<file path="src/hdl/utf16_to_utf8_encoder_assert.svh">
// assertion macros shared by the transcoder rtl
`ifndef UTF16_TO_UTF8_ENCODER_ASSERT_SVH
`define UTF16_TO_UTF8_ENCODER_ASSERT_SVH

`ifndef ASSERT_OFF
`define U2U8_ASSERT(lbl, prop, clk, rstn) \
  lbl: assert property (@(posedge clk) disable iff (!rstn) (prop)) \
    else $error("assertion failed");
`define U2U8_NEVER(lbl, expr, clk, rstn) \
  lbl: assert property (@(posedge clk) disable iff (!rstn) !(expr)) \
    else $error("forbidden condition seen");
`else
`define U2U8_ASSERT(lbl, prop, clk, rstn)
`define U2U8_NEVER(lbl, expr, clk, rstn)
`endif

`endif

</file>
<file path="src/hdl/u2u8_pkg.sv">
// shared types and constants of the utf-16 to utf-8 transcoder
package u2u8_pkg;

  localparam int unsigned UnitW      = 16;
  localparam int unsigned ByteW      = 8;
  localparam int unsigned MaxData    = 4;
  localparam int unsigned CntW       = 3;
  localparam int unsigned QueueDepthDefault = 2;

  localparam logic [5:0] HighSurTag  = 6'b110110;
  localparam logic [5:0] LowSurTag   = 6'b110111;
  localparam logic [4:0] SurTag      = 5'b11011;

  localparam logic [7:0] Lead2       = 8'hc0;
  localparam logic [7:0] Lead3       = 8'he0;
  localparam logic [7:0] Lead4       = 8'hf0;
  localparam logic [7:0] ContMark    = 8'h80;
  localparam logic [20:0] SuppBase   = 21'h10000;

  // one classified unit waiting for the byte emitter
  typedef struct packed {
    logic [MaxData-1:0][ByteW-1:0] bytes;    // bytes[0] goes out first
    logic [CntW-1:0]               data_cnt; // 0..4 data bytes
    logic                          term;     // zero terminator follows
  } job_t;

endpackage

</file>
<file path="src/hdl/utf16_to_utf8_encoder.sv">
// utf-16 code units in, utf-8 bytes out, with a job queue between front and back
// an accepted unit's job is queued, then loaded into the emitter before its bytes go out
// throughput: one unit per cycle while each unit yields one byte and the output is ready;
//   one byte per cycle goes out while ready; multi-byte units hold input via the job queue
// reset: asynchronous active low; clears the held surrogate, queue and emitter
module utf16_to_utf8_encoder #(
  parameter int unsigned QueueDepth = u2u8_pkg::QueueDepthDefault
) (
  input  logic        clk_i,
  input  logic        rst_ni,
  input  logic        s_axis_tvalid_i,
  output logic        s_axis_tready_o,
  input  logic [15:0] s_axis_tdata_i,   // [15:0] code_unit
  input  logic        s_axis_tlast_i,   // last_unit
  output logic        m_axis_tvalid_o,
  input  logic        m_axis_tready_i,
  output logic [7:0]  m_axis_tdata_o,   // [7:0] out_byte
  output logic        m_axis_tlast_o,   // run_last
  output logic        m_axis_tuser_o    // [0] is_terminator
);

  u2u8_pkg::job_t push_job, pop_job;
  logic           push, pop, q_full, q_empty;

  u2u8_front u_front (
    .clk_i       (clk_i),
    .rst_ni      (rst_ni),
    .in_valid_i  (s_axis_tvalid_i),
    .in_ready_o  (s_axis_tready_o),
    .code_unit_i (s_axis_tdata_i),
    .last_unit_i (s_axis_tlast_i),
    .q_full_i    (q_full),
    .push_o      (push),
    .job_o       (push_job)
  );

  u2u8_queue #(
    .Depth (QueueDepth)
  ) u_queue (
    .clk_i       (clk_i),
    .rst_ni      (rst_ni),
    .push_i      (push),
    .push_data_i (push_job),
    .full_o      (q_full),
    .pop_i       (pop),
    .empty_o     (q_empty),
    .pop_data_o  (pop_job)
  );

  u2u8_back u_back (
    .clk_i           (clk_i),
    .rst_ni          (rst_ni),
    .q_empty_i       (q_empty),
    .q_data_i        (pop_job),
    .pop_o           (pop),
    .out_valid_o     (m_axis_tvalid_o),
    .out_ready_i     (m_axis_tready_i),
    .out_byte_o      (m_axis_tdata_o),
    .run_last_o      (m_axis_tlast_o),
    .is_terminator_o (m_axis_tuser_o)
  );

endmodule

</file>
<file path="src/hdl/u2u8_front.sv">
// front end: accepts code units, tracks surrogate pairing, builds byte jobs
module u2u8_front (
  input  logic              clk_i,
  input  logic              rst_ni,
  input  logic              in_valid_i,
  output logic              in_ready_o,
  input  logic [15:0]       code_unit_i,
  input  logic              last_unit_i,
  input  logic              q_full_i,
  output logic              push_o,
  output u2u8_pkg::job_t    job_o
);

  logic       pend_q, pend_d;
  logic [9:0] hi_q, hi_d;
  logic       is_high, is_low, is_sur, pair, accept;
  logic [20:0] dw;
  logic [15:0] w;

  assign w       = code_unit_i;
  assign is_high = (w[15:10] == u2u8_pkg::HighSurTag);
  assign is_low  = (w[15:10] == u2u8_pkg::LowSurTag);
  assign is_sur  = (w[15:11] == u2u8_pkg::SurTag);
  assign pair    = pend_q && is_low;
  assign dw      = u2u8_pkg::SuppBase + {1'b0, hi_q, w[9:0]};

  assign in_ready_o = !q_full_i;
  assign accept     = in_valid_i && in_ready_o;

  always_comb begin
    job_o       = '0;
    job_o.term  = last_unit_i;
    if (pair) begin
      job_o.bytes[0] = u2u8_pkg::Lead4 | {5'd0, dw[20:18]};
      job_o.bytes[1] = u2u8_pkg::ContMark | {2'd0, dw[17:12]};
      job_o.bytes[2] = u2u8_pkg::ContMark | {2'd0, dw[11:6]};
      job_o.bytes[3] = u2u8_pkg::ContMark | {2'd0, dw[5:0]};
      job_o.data_cnt = 3'd4;
    end else if (w[15:7] == 9'd0) begin
      job_o.bytes[0] = w[7:0];
      job_o.data_cnt = 3'd1;
    end else if (w[15:11] == 5'd0) begin
      job_o.bytes[0] = u2u8_pkg::Lead2 | {3'd0, w[10:6]};
      job_o.bytes[1] = u2u8_pkg::ContMark | {2'd0, w[5:0]};
      job_o.data_cnt = 3'd2;
    end else if (!is_sur) begin
      job_o.bytes[0] = u2u8_pkg::Lead3 | {4'd0, w[15:12]};
      job_o.bytes[1] = u2u8_pkg::ContMark | {2'd0, w[11:6]};
      job_o.bytes[2] = u2u8_pkg::ContMark | {2'd0, w[5:0]};
      job_o.data_cnt = 3'd3;
    end
    // surrogates not forming a pair give no data bytes
  end

  assign push_o = accept && ((job_o.data_cnt != '0) || last_unit_i);

  always_comb begin
    pend_d = pend_q;
    hi_d   = hi_q;
    if (accept) begin
      pend_d = !last_unit_i && !pair && is_high;
      hi_d   = pend_d ? w[9:0] : 10'd0;
    end
  end

  always_ff @(posedge clk_i or negedge rst_ni) begin
    if (!rst_ni) begin
      pend_q <= 1'b0;
      hi_q   <= '0;
    end else begin
      pend_q <= pend_d;
      hi_q   <= hi_d;
    end
  end

endmodule

</file>
<file path="src/hdl/u2u8_queue.sv">
// short first-word-fall-through queue of byte jobs
`include "utf16_to_utf8_encoder_assert.svh"

module u2u8_queue #(
  parameter int unsigned Depth = u2u8_pkg::QueueDepthDefault
) (
  input  logic           clk_i,
  input  logic           rst_ni,
  input  logic           push_i,
  input  u2u8_pkg::job_t push_data_i,
  output logic           full_o,
  input  logic           pop_i,
  output logic           empty_o,
  output u2u8_pkg::job_t pop_data_o
);

  localparam int unsigned PtrW = (Depth > 1) ? $clog2(Depth) : 1;
  localparam int unsigned CntW = $clog2(Depth + 1);
  localparam logic [PtrW-1:0] LastPtr = PtrW'(Depth - 1);

  u2u8_pkg::job_t      mem_q [Depth];
  logic [PtrW-1:0]     wr_ptr_q, wr_ptr_d, rd_ptr_q, rd_ptr_d;
  logic [CntW-1:0]     cnt_q, cnt_d;
  logic                do_push, do_pop;

  assign full_o     = (cnt_q == CntW'(Depth));
  assign empty_o    = (cnt_q == '0);
  assign pop_data_o = mem_q[rd_ptr_q];
  assign do_push    = push_i && !full_o;
  assign do_pop     = pop_i && !empty_o;

  always_comb begin
    wr_ptr_d = wr_ptr_q;
    rd_ptr_d = rd_ptr_q;
    cnt_d    = cnt_q;
    if (do_push) wr_ptr_d = (wr_ptr_q == LastPtr) ? '0 : wr_ptr_q + 1'b1;
    if (do_pop)  rd_ptr_d = (rd_ptr_q == LastPtr) ? '0 : rd_ptr_q + 1'b1;
    if (do_push && !do_pop) cnt_d = cnt_q + 1'b1;
    else if (do_pop && !do_push) cnt_d = cnt_q - 1'b1;
  end

  always_ff @(posedge clk_i or negedge rst_ni) begin
    if (!rst_ni) begin
      wr_ptr_q <= '0;
      rd_ptr_q <= '0;
      cnt_q    <= '0;
    end else begin
      wr_ptr_q <= wr_ptr_d;
      rd_ptr_q <= rd_ptr_d;
      cnt_q    <= cnt_d;
    end
  end

  always_ff @(posedge clk_i) begin
    if (do_push) mem_q[wr_ptr_q] <= push_data_i;
  end

  `U2U8_NEVER(a_push_when_full, push_i && full_o, clk_i, rst_ni)
  `U2U8_ASSERT(a_cnt_bound, cnt_q <= CntW'(Depth), clk_i, rst_ni)

endmodule

</file>
<file path="src/hdl/u2u8_back.sv">
// back end: walks one job and sends its bytes one beat at a time
`include "utf16_to_utf8_encoder_assert.svh"

module u2u8_back (
  input  logic           clk_i,
  input  logic           rst_ni,
  input  logic           q_empty_i,
  input  u2u8_pkg::job_t q_data_i,
  output logic           pop_o,
  output logic           out_valid_o,
  input  logic           out_ready_i,
  output logic [7:0]     out_byte_o,
  output logic           run_last_o,
  output logic           is_terminator_o
);

  u2u8_pkg::job_t  job_q, job_d;
  logic            busy_q, busy_d;
  logic [2:0]      idx_q, idx_d;
  logic [2:0]      last_idx;
  logic            fire, final_beat;

  assign last_idx   = job_q.data_cnt + {2'd0, job_q.term} - 3'd1;
  assign final_beat = (idx_q == last_idx);
  assign fire       = busy_q && out_ready_i;
  assign pop_o      = !q_empty_i && (!busy_q || (fire && final_beat));

  assign out_valid_o     = busy_q;
  assign is_terminator_o = (idx_q == job_q.data_cnt);
  assign run_last_o      = final_beat;
  assign out_byte_o      = is_terminator_o ? 8'd0 : job_q.bytes[idx_q[1:0]];

  always_comb begin
    job_d  = job_q;
    busy_d = busy_q;
    idx_d  = idx_q;
    if (pop_o) begin
      job_d  = q_data_i;
      busy_d = 1'b1;
      idx_d  = '0;
    end else if (fire) begin
      if (final_beat) busy_d = 1'b0;
      else idx_d = idx_q + 3'd1;
    end
  end

  always_ff @(posedge clk_i or negedge rst_ni) begin
    if (!rst_ni) begin
      busy_q <= 1'b0;
      idx_q  <= '0;
    end else begin
      busy_q <= busy_d;
      idx_q  <= idx_d;
    end
  end

  always_ff @(posedge clk_i) begin
    job_q <= job_d;
  end

  `U2U8_ASSERT(a_term_is_last, is_terminator_o && busy_q |-> run_last_o, clk_i, rst_ni)
  `U2U8_ASSERT(a_idx_in_job, busy_q |-> idx_q <= last_idx, clk_i, rst_ni)

endmodule
</file>
<file path="config.mk">
export PLATFORM = sky130hd
export DESIGN_NAME = utf16_to_utf8_encoder
export DESIGN_NICKNAME = d
export VERILOG_FILES = /design/src/hdl/u2u8_pkg.sv /design/src/hdl/utf16_to_utf8_encoder.sv /design/src/hdl/u2u8_front.sv /design/src/hdl/u2u8_queue.sv /design/src/hdl/u2u8_back.sv
export VERILOG_INCLUDE_DIRS = /design/src /design/src/hdl
export SDC_FILE = /design/constraint.sdc
export NUM_CORES = 1
export LEC_CHECK = 0
export BUFFER_PORTS_ARGS = -buffer_cell sky130_fd_sc_hd__clkbuf_2
export CAP_MARGIN = 20
export CORE_AREA = 2 2 151 153
export DETAILED_ROUTE_END_ITERATION = 8
export DIE_AREA = 0 0 153 155
export GPL_ROUTABILITY_DRIVEN = 0
export SYNTH_ARGS = -nofsm -noshare
export SYNTH_HDL_FRONTEND = slang
export SYNTH_HIERARCHICAL = 1
export SYNTH_SLANG_ARGS = --single-unit
</file>
<file path="constraint.sdc">
create_clock -name clk_i -period 13.22 [get_ports clk_i]
set_input_delay 1.983 -clock clk_i [delete_from_list [all_inputs] [get_ports clk_i]]
set_output_delay 1.983 -clock clk_i [all_outputs]
set_load 0.02 [all_outputs]
</file>
After elaboration in Yosys (flattened, before gate mapping)
Memories as Yosys holds them, arrays and structs flattened. A register that Yosys moved wholly into a read port is not among the register bits.
Cells that the tools add are included.
W data, S select, Z words.
{"block": "totals", "word_cells": 77, "mem_count": 1, "input_bits": 21, "out_inout_bits": 12, "reg_bits": 19, "mem_bits_rw": 72}
{"block": "classes", "reduce_logical": 30, "n_mux": 23, "eq_ne": 7, "magnitude_cmp": 1, "add_sub_neg": 8}
{"name": "u_queue.mem_q", "depth": 2, "word_bits": 36, "read_ports": 1, "rd_ports_with_merged_regs": 1, "wr": 1, "line_no": "u2u8_queue.sv:21", "rtl": "u2u8_pkg::job_t mem_q [Depth];"}
{"cell": "$mux W27", "n": 2}
{"cell": "$mux W8", "n": 4}
{"cell": "$add A17 B20 Y21 const A", "n": 1}
{"cell": "$mux W19", "n": 1}
{"cell": "$bmux W8 S2", "n": 1}
{"cell": "$mux W16", "n": 1}
{"cell": "$eq A6 B6 Y1 const B", "n": 2}
{"cell": "$logic_and A1 B1 Y1", "n": 12}
{"cell": "$mux W11", "n": 1}
{"cell": "$mux W10", "n": 1}
{"cell": "$logic_not A9 Y1", "n": 1}
{"cell": "$mux W3", "n": 3}
{"cell": "$logic_not A1 Y1", "n": 7}
{"cell": "$mux W1", "n": 7}
{"cell": "$eq A3 B3 Y1", "n": 2}
{"cell": "$reduce_bool A2 Y1", "n": 3}
{"cell": "$eq A5 B5 Y1 const B", "n": 1}
{"cell": "$logic_not A5 Y1", "n": 1}
{"cell": "$mux W2", "n": 2}
{"cell": "$reduce_and A2 Y1", "n": 2}
{"cell": "$add A3 B1 Y3", "n": 1}
{"cell": "$add A3 B1 Y3 const B", "n": 1}
{"cell": "$lt A2 B3 Y1 const B", "n": 1}
{"cell": "$reduce_bool A3 Y1", "n": 1}
{"cell": "other kinds (8)", "n": 10}

Logic depth before layout (Yosys ltp)
{"block": "logic_depth", "ltp_word": 13, "mapped_depth": 12, "depth_no_buf": 11}

By module
The synthesis kept the hierarchy.
{"mod": "u2u8_queue", "cells_per_inst": 131, "seq_area_each_um2": 2262.2, "area_per_inst_um2": 2944.1, "instances": 1}
{"mod": "u2u8_back", "cells_per_inst": 95, "seq_area_each_um2": 1181.1, "area_per_inst_um2": 1702.9, "instances": 1}
{"mod": "u2u8_front", "cells_per_inst": 117, "seq_area_each_um2": 275.3, "area_per_inst_um2": 1028.5, "instances": 1}

Worst setup path after synthesis
No wires, ideal clock.
{"block": "synth_path", "kind": "input to register", "start": "input port m_axis_tready_i", "end": "register u_queue.cnt_q[1]", "cell_stages": 7, "setup_time_ns": 0.079, "path_slack_ns": 8.218, "path_buffers": 0, "arrival_time_ns": 4.923, "required_time_ns": 13.141, "path_cell_list": "nand4_1 > a21oi_1 > o21ai_1 > ha_1 > xor2_1 > nor2_1 > xor2_1"}
{"block": "synth_between", "elab_chain_len": 8, "elab_cells_between_ends": 10, "classes_between": "1 x mux; 9 x reduce/logical"}
{"element": "from (decl)", "line_no": "utf16_to_utf8_encoder.sv:16", "rtl": "input logic m_axis_tready_i,"}
{"element": "$logic_and A1 B1 Y1 *", "line_no": "u2u8_back.sv:25", "rtl": "assign fire = busy_q && out_ready_i;"}
{"element": "$logic_and A1 B1 Y1 *", "line_no": "u2u8_back.sv:26", "rtl": "assign pop_o = !q_empty_i && (!busy_q || (fire && final_beat));"}
{"element": "$logic_or A1 B1 Y1 *", "line_no": "u2u8_back.sv:26"}
{"element": "$logic_and A1 B1 Y1 *", "line_no": "u2u8_back.sv:26"}
{"element": "named net pop", "line_no": "utf16_to_utf8_encoder.sv:23", "rtl": "logic push, pop, q_full, q_empty;"}
{"element": "$logic_and A1 B1 Y1 *", "line_no": "u2u8_queue.sv:30", "rtl": "assign do_pop = pop_i && !empty_o;"}
{"element": "$logic_not A1 Y1", "line_no": "u2u8_queue.sv:38", "rtl": "if (do_push && !do_pop) cnt_d = cnt_q + 1'b1;"}
{"element": "$logic_and A1 B1 Y1", "line_no": "u2u8_queue.sv:38"}
{"element": "$mux W2 / $reduce_bool A2 Y1 (equally long branches)"}
{"element": "to (signal assigned)", "line_no": "u2u8_queue.sv:50", "rtl": "cnt_q <= cnt_d;"}
{"element": "to (decl)", "line_no": "u2u8_queue.sv:23", "rtl": "logic [CntW-1:0] cnt_q, cnt_d;"}
The timed path passes the listed nets; every way through them passes the cells marked *.
A chain may end at the register's enable or synchronous reset.

Final worst setup path
{"block": "layout_path", "start": "register u_back.idx_q[0]", "end": "output port m_axis_tlast_o"}
{"block": "layout_between", "elab_chain_len": 1}
{"element": "from (decl)", "line_no": "u2u8_back.sv:19", "rtl": "logic [2:0] idx_q, idx_d;"}
{"element": "from (signal assigned)", "line_no": "u2u8_back.sv:53", "rtl": "idx_q <= idx_d;"}
{"element": "$eq A3 B3 Y1", "line_no": "u2u8_back.sv:24", "rtl": "assign final_beat = (idx_q == last_idx);"}
{"element": "to (decl)", "line_no": "utf16_to_utf8_encoder.sv:18", "rtl": "output logic m_axis_tlast_o,"}
Every way passes these cells.

==> results.md <==
- Outcome: finished clean
- Die width: around 150 um
- Fillers: 2150
- CTS root buf: clkbuf_16
- Register area share after synthesis: 65.5%
- Largest stage delay, worst path: 0.92 ns
- Cells after Synth: 343
- Fmax achieved: 0.234 GHz
- Vias/cell: roughly 4.4
- Worst Tran Pin Value: 0.879 ns
- Crit path cell chain: xor2_1 > and3_1 > clkbuf_2
- Mux cell area share after synthesis: around an eighth
- Core ar.: 22200 um2
- Overall die area: around 24000 um2
- YS warnings: 6
- Detailed Route Iter0 Violations: between 200 and 250
- Hold Crit Depth: 1
- Syn Area/Cell: roughly 17 um2
- Largest cells by area after synthesis: edfxtp_1 57%, dfrtp_1 8.4%, mux2_4 7.7%
- Layout area overhead: 17.6%
- Rows: 55
- Max Slew Vio Count: 0
- Post-CTS Resized: 0
- Area of the mapped netlist: 5680 um2
- Most common cell after layout, fill and taps aside: edfxtp_1
- Primary FF master, synth: edfxtp_1
- Synth top area share: 57.1%
- RSZ-0062 raised after global routing: false
- TritonCTS Buffers: 17
- DP Wirelength: between 7000 and 8000 um
- Crit Path Max Fanout: 15
- Ant. Diodes: 0
- Cell variety after synth: 52
- Initial Util: 25.5%
- Post-Place Worst Slack: 9.18 ns
- Layout cells sized above 1: 32.3%
- Pwr/cell area: 222 nW/um2
- Tmin final: roughly 4.3 ns
- Total congestion overflow: 0
- Final TNS setup: 0 ns
- Adder-cell area share of the yosys netlist: 1.10%
- Clock latency at the later pin of the worst-skew pair: 0.41 ns
- Area leader, netlist: edfxtp_1
- Commonest non-fill, non-tap cells in the layout: 108 x edfxtp_1, 32 x clkbuf_2, 29 x mux2_4
- Largest net degree at the start of global routing: 38
- Hold EP: u_queue/wr_ptr_q$_DFFE_PN0P_
- Hold path start: u_queue/wr_ptr_q$_DFFE_PN0P_
- Crit-path slowest cell: dfrtp_1
- Max_slew headroom: between 40% and 50%
- Setup Fix Bufs, Post-CTS: 0
- Post-synth EDFFs: 108
- # setup viols final: 0
- Antenna-violating nets left: 0
- Reg2Reg Capture Point: u_queue/cnt_q[1]$_DFFE_PN0P_
- Final Hold Vio Count: 0
- Register-to-Register Setup Slack: about 10 ns
- CTS Sinks: 127
- GR Util All Layers: under 10%
- Vias in the first global route: 2955
- Final Cycle Share: 32.3%
- Crit. End Element: primary output
- WL per Instance: 15.5 um
- Asr flop ratio synth: 15.0%
- Global-route wire length before repair: between 15000 and 20000 um
- 1st-pass router iterations: 4
- Total number of vias: 2998
- Synth Area in Compound Gates: 6.81%
- Worst R2R Start: u_back/idx_q[0]$_DFFE_PN0P_
- Worst-path clk slew: 0.06 ns
- Static Leakage: 0.00252 uW
- Max cap viols: 0
- WP data required: 11.24 ns
- Fin Clk Skew: 0.00763 ns
- Worst Hold Class: reg2reg
- Die height: approximately 160 um
- Seq cells post-synth: 127
- Buffers on Ports: 32
- FF-to-FF path depth: 9
- WL final: approximately 11000 um
- CTS Hold Bufs: 0
- Initial antenna violation count: 0
- I/O Pins: 33
- H-tree depth: 4
- # DRC: 0
- CTS tree: done
- Post-Synth Simple-Gate Area: 7.87%
- Crit path DAT: 2.29 ns
- Final Net Count: 406
- CP startpoint kind: flip-flop
- Post-route setup slack: 8.95 ns
- Longest Clk Path Bufs: 2
- Largest family of logic cells by synthesized area: multiplexers
- WS Path Type: reg2out
- Peak supply drop: around 0.087 mV
- Xor and xnor area share after synthesis: 2.27%
sequential cells by signal (all words and copies together), names as in the netlist:
| name | flops |
|---|---|
| u_back/job_q | 36 |
| u_back/idx_q | 3 |
| u_front/hi_q | 10 |
| u_queue/cnt_q | 2 |
| u_back/out_valid_o | 1 |
| u_queue/rd_ptr_q | 1 |
| u_front/pend_q | 1 |
| u_queue/wr_ptr_q | 1 |
| u_queue/mem_q | 72 |
cell usage after synthesis, types with 2 or more instances:
master     count
nand3_1        6
a221o_1        5
buf_4          9
xor2_1         9
and3_1        14
nor3_1         2
or2_2          2
xnor2_1        3
buf_12         3
inv_1          8
a31oi_1        3
edfxtp_1     108
o21ai_0        3
dfrtp_1       19
mux2_4        29
nand2_1       13
a21oi_1        9
nor4_4         2
a22o_1        17
buf_6          5
nor2b_1       11
nor2_1        11
o21ai_1        2
o22ai_1        2
ha_1           5
a2bb2oi_1      2
clkbuf_1       2
a311o_1        2
mux4_2         8
mux2_2         7
final cells by class:
type | instances | area [um2] | area share (%)
clock buffers | 17 | 425 | 6.37
clock inverters | 15 | 184 | 2.76
inverters | 9 | 33.8 | 0.506
multi-input cells | 188 | 1740 | 26.1
flip-flops and latches | 127 | 3720 | 55.7
well taps | 285 | 357 | 5.34
repair buffers | 37 | 210 | 3.15
per-layer routing:
layer | share of wire, % | up-vias | wire length (um) | global-route usage [%]
li1 | - | 1406 | - | -
met1 | 47 | 1499 | 4940 | 11.9
met2 | 48 | 86 | 5020 | 14.3
met3 | 4.2 | 7 | 447 | 2.34
met4 | 1.1 | 0 | 112 | 3.75
met5 | 0 | - | 0 | 0
metrics by stage:
stage | utilization, % | hold WS (ns) | cells | power [uW] | instance area (um2)
2_1_floorplan | - | 0.461 | 345 | 927 | 5680
3_3_place_gp | 27.2 | 0.490 | 645 | 1010 | 6040
3_5_place_dp | 27.2 | 0.497 | 645 | 1020 | 6040
4_1_cts | 29.9 | 0.510 | 677 | 1500 | 6650
5_1_grt | 30.0 | 0.530 | 678 | 1550 | 6670
6_report | 30.0 | 0.507 | 678 | 1480 | 6670
power by group:
part | leakage (uW) | internal (uW) | switching, uW | total [uW]
Sequential | 0.00122 | 556 | 52.7 | 609
Combinational | 0.00100 | 186 | 213 | 399
Clock | 0.000297 | 300 | 173 | 472
worst max path at each step:
stage	start	end	slack [ns]	cells after the start
after floorplan	m_axis_tready_i	u_queue/cnt_q[1]$_DFFE_PN0P_	8.22	7
final	u_back/idx_q[0]$_DFFE_PN0P_	m_axis_tlast_o	8.95	3
after global routing	u_back/idx_q[0]$_DFFE_PN0P_	m_axis_tdata_o[1]	8.81	5
after global placement	s_axis_tdata_i[13]	u_queue/mem_q[0][26]$_DFFE_PP_	9.23	7
after detailed placement	s_axis_tdata_i[13]	u_queue/mem_q[1][26]$_DFFE_PP_	9.18	6
after CTS	u_back/idx_q[0]$_DFFE_PN0P_	m_axis_tdata_o[4]	8.90	3
kinds of logic (layout without fill, tap and decap cells):
group                      after synthesis  count (layout)
and+or+nand+nor                         72              72
other                                    1               3
AOI/OAI and AO/OA                       51              51
buffers and inverters                   30              78
DFF                                    127             127
adders and majority gates                5               5
muxes                                   44              44
xor gates and xnor gates                13              13
worst max-delay path, delay by kind of cell (launching register included):
family	cells	cell delay, ns
simple gates	1	0.33
xor+xnor	1	0.43
buf+inv	1	0.21
flops	1	0.92
Power figures use the tool's default switching activity.
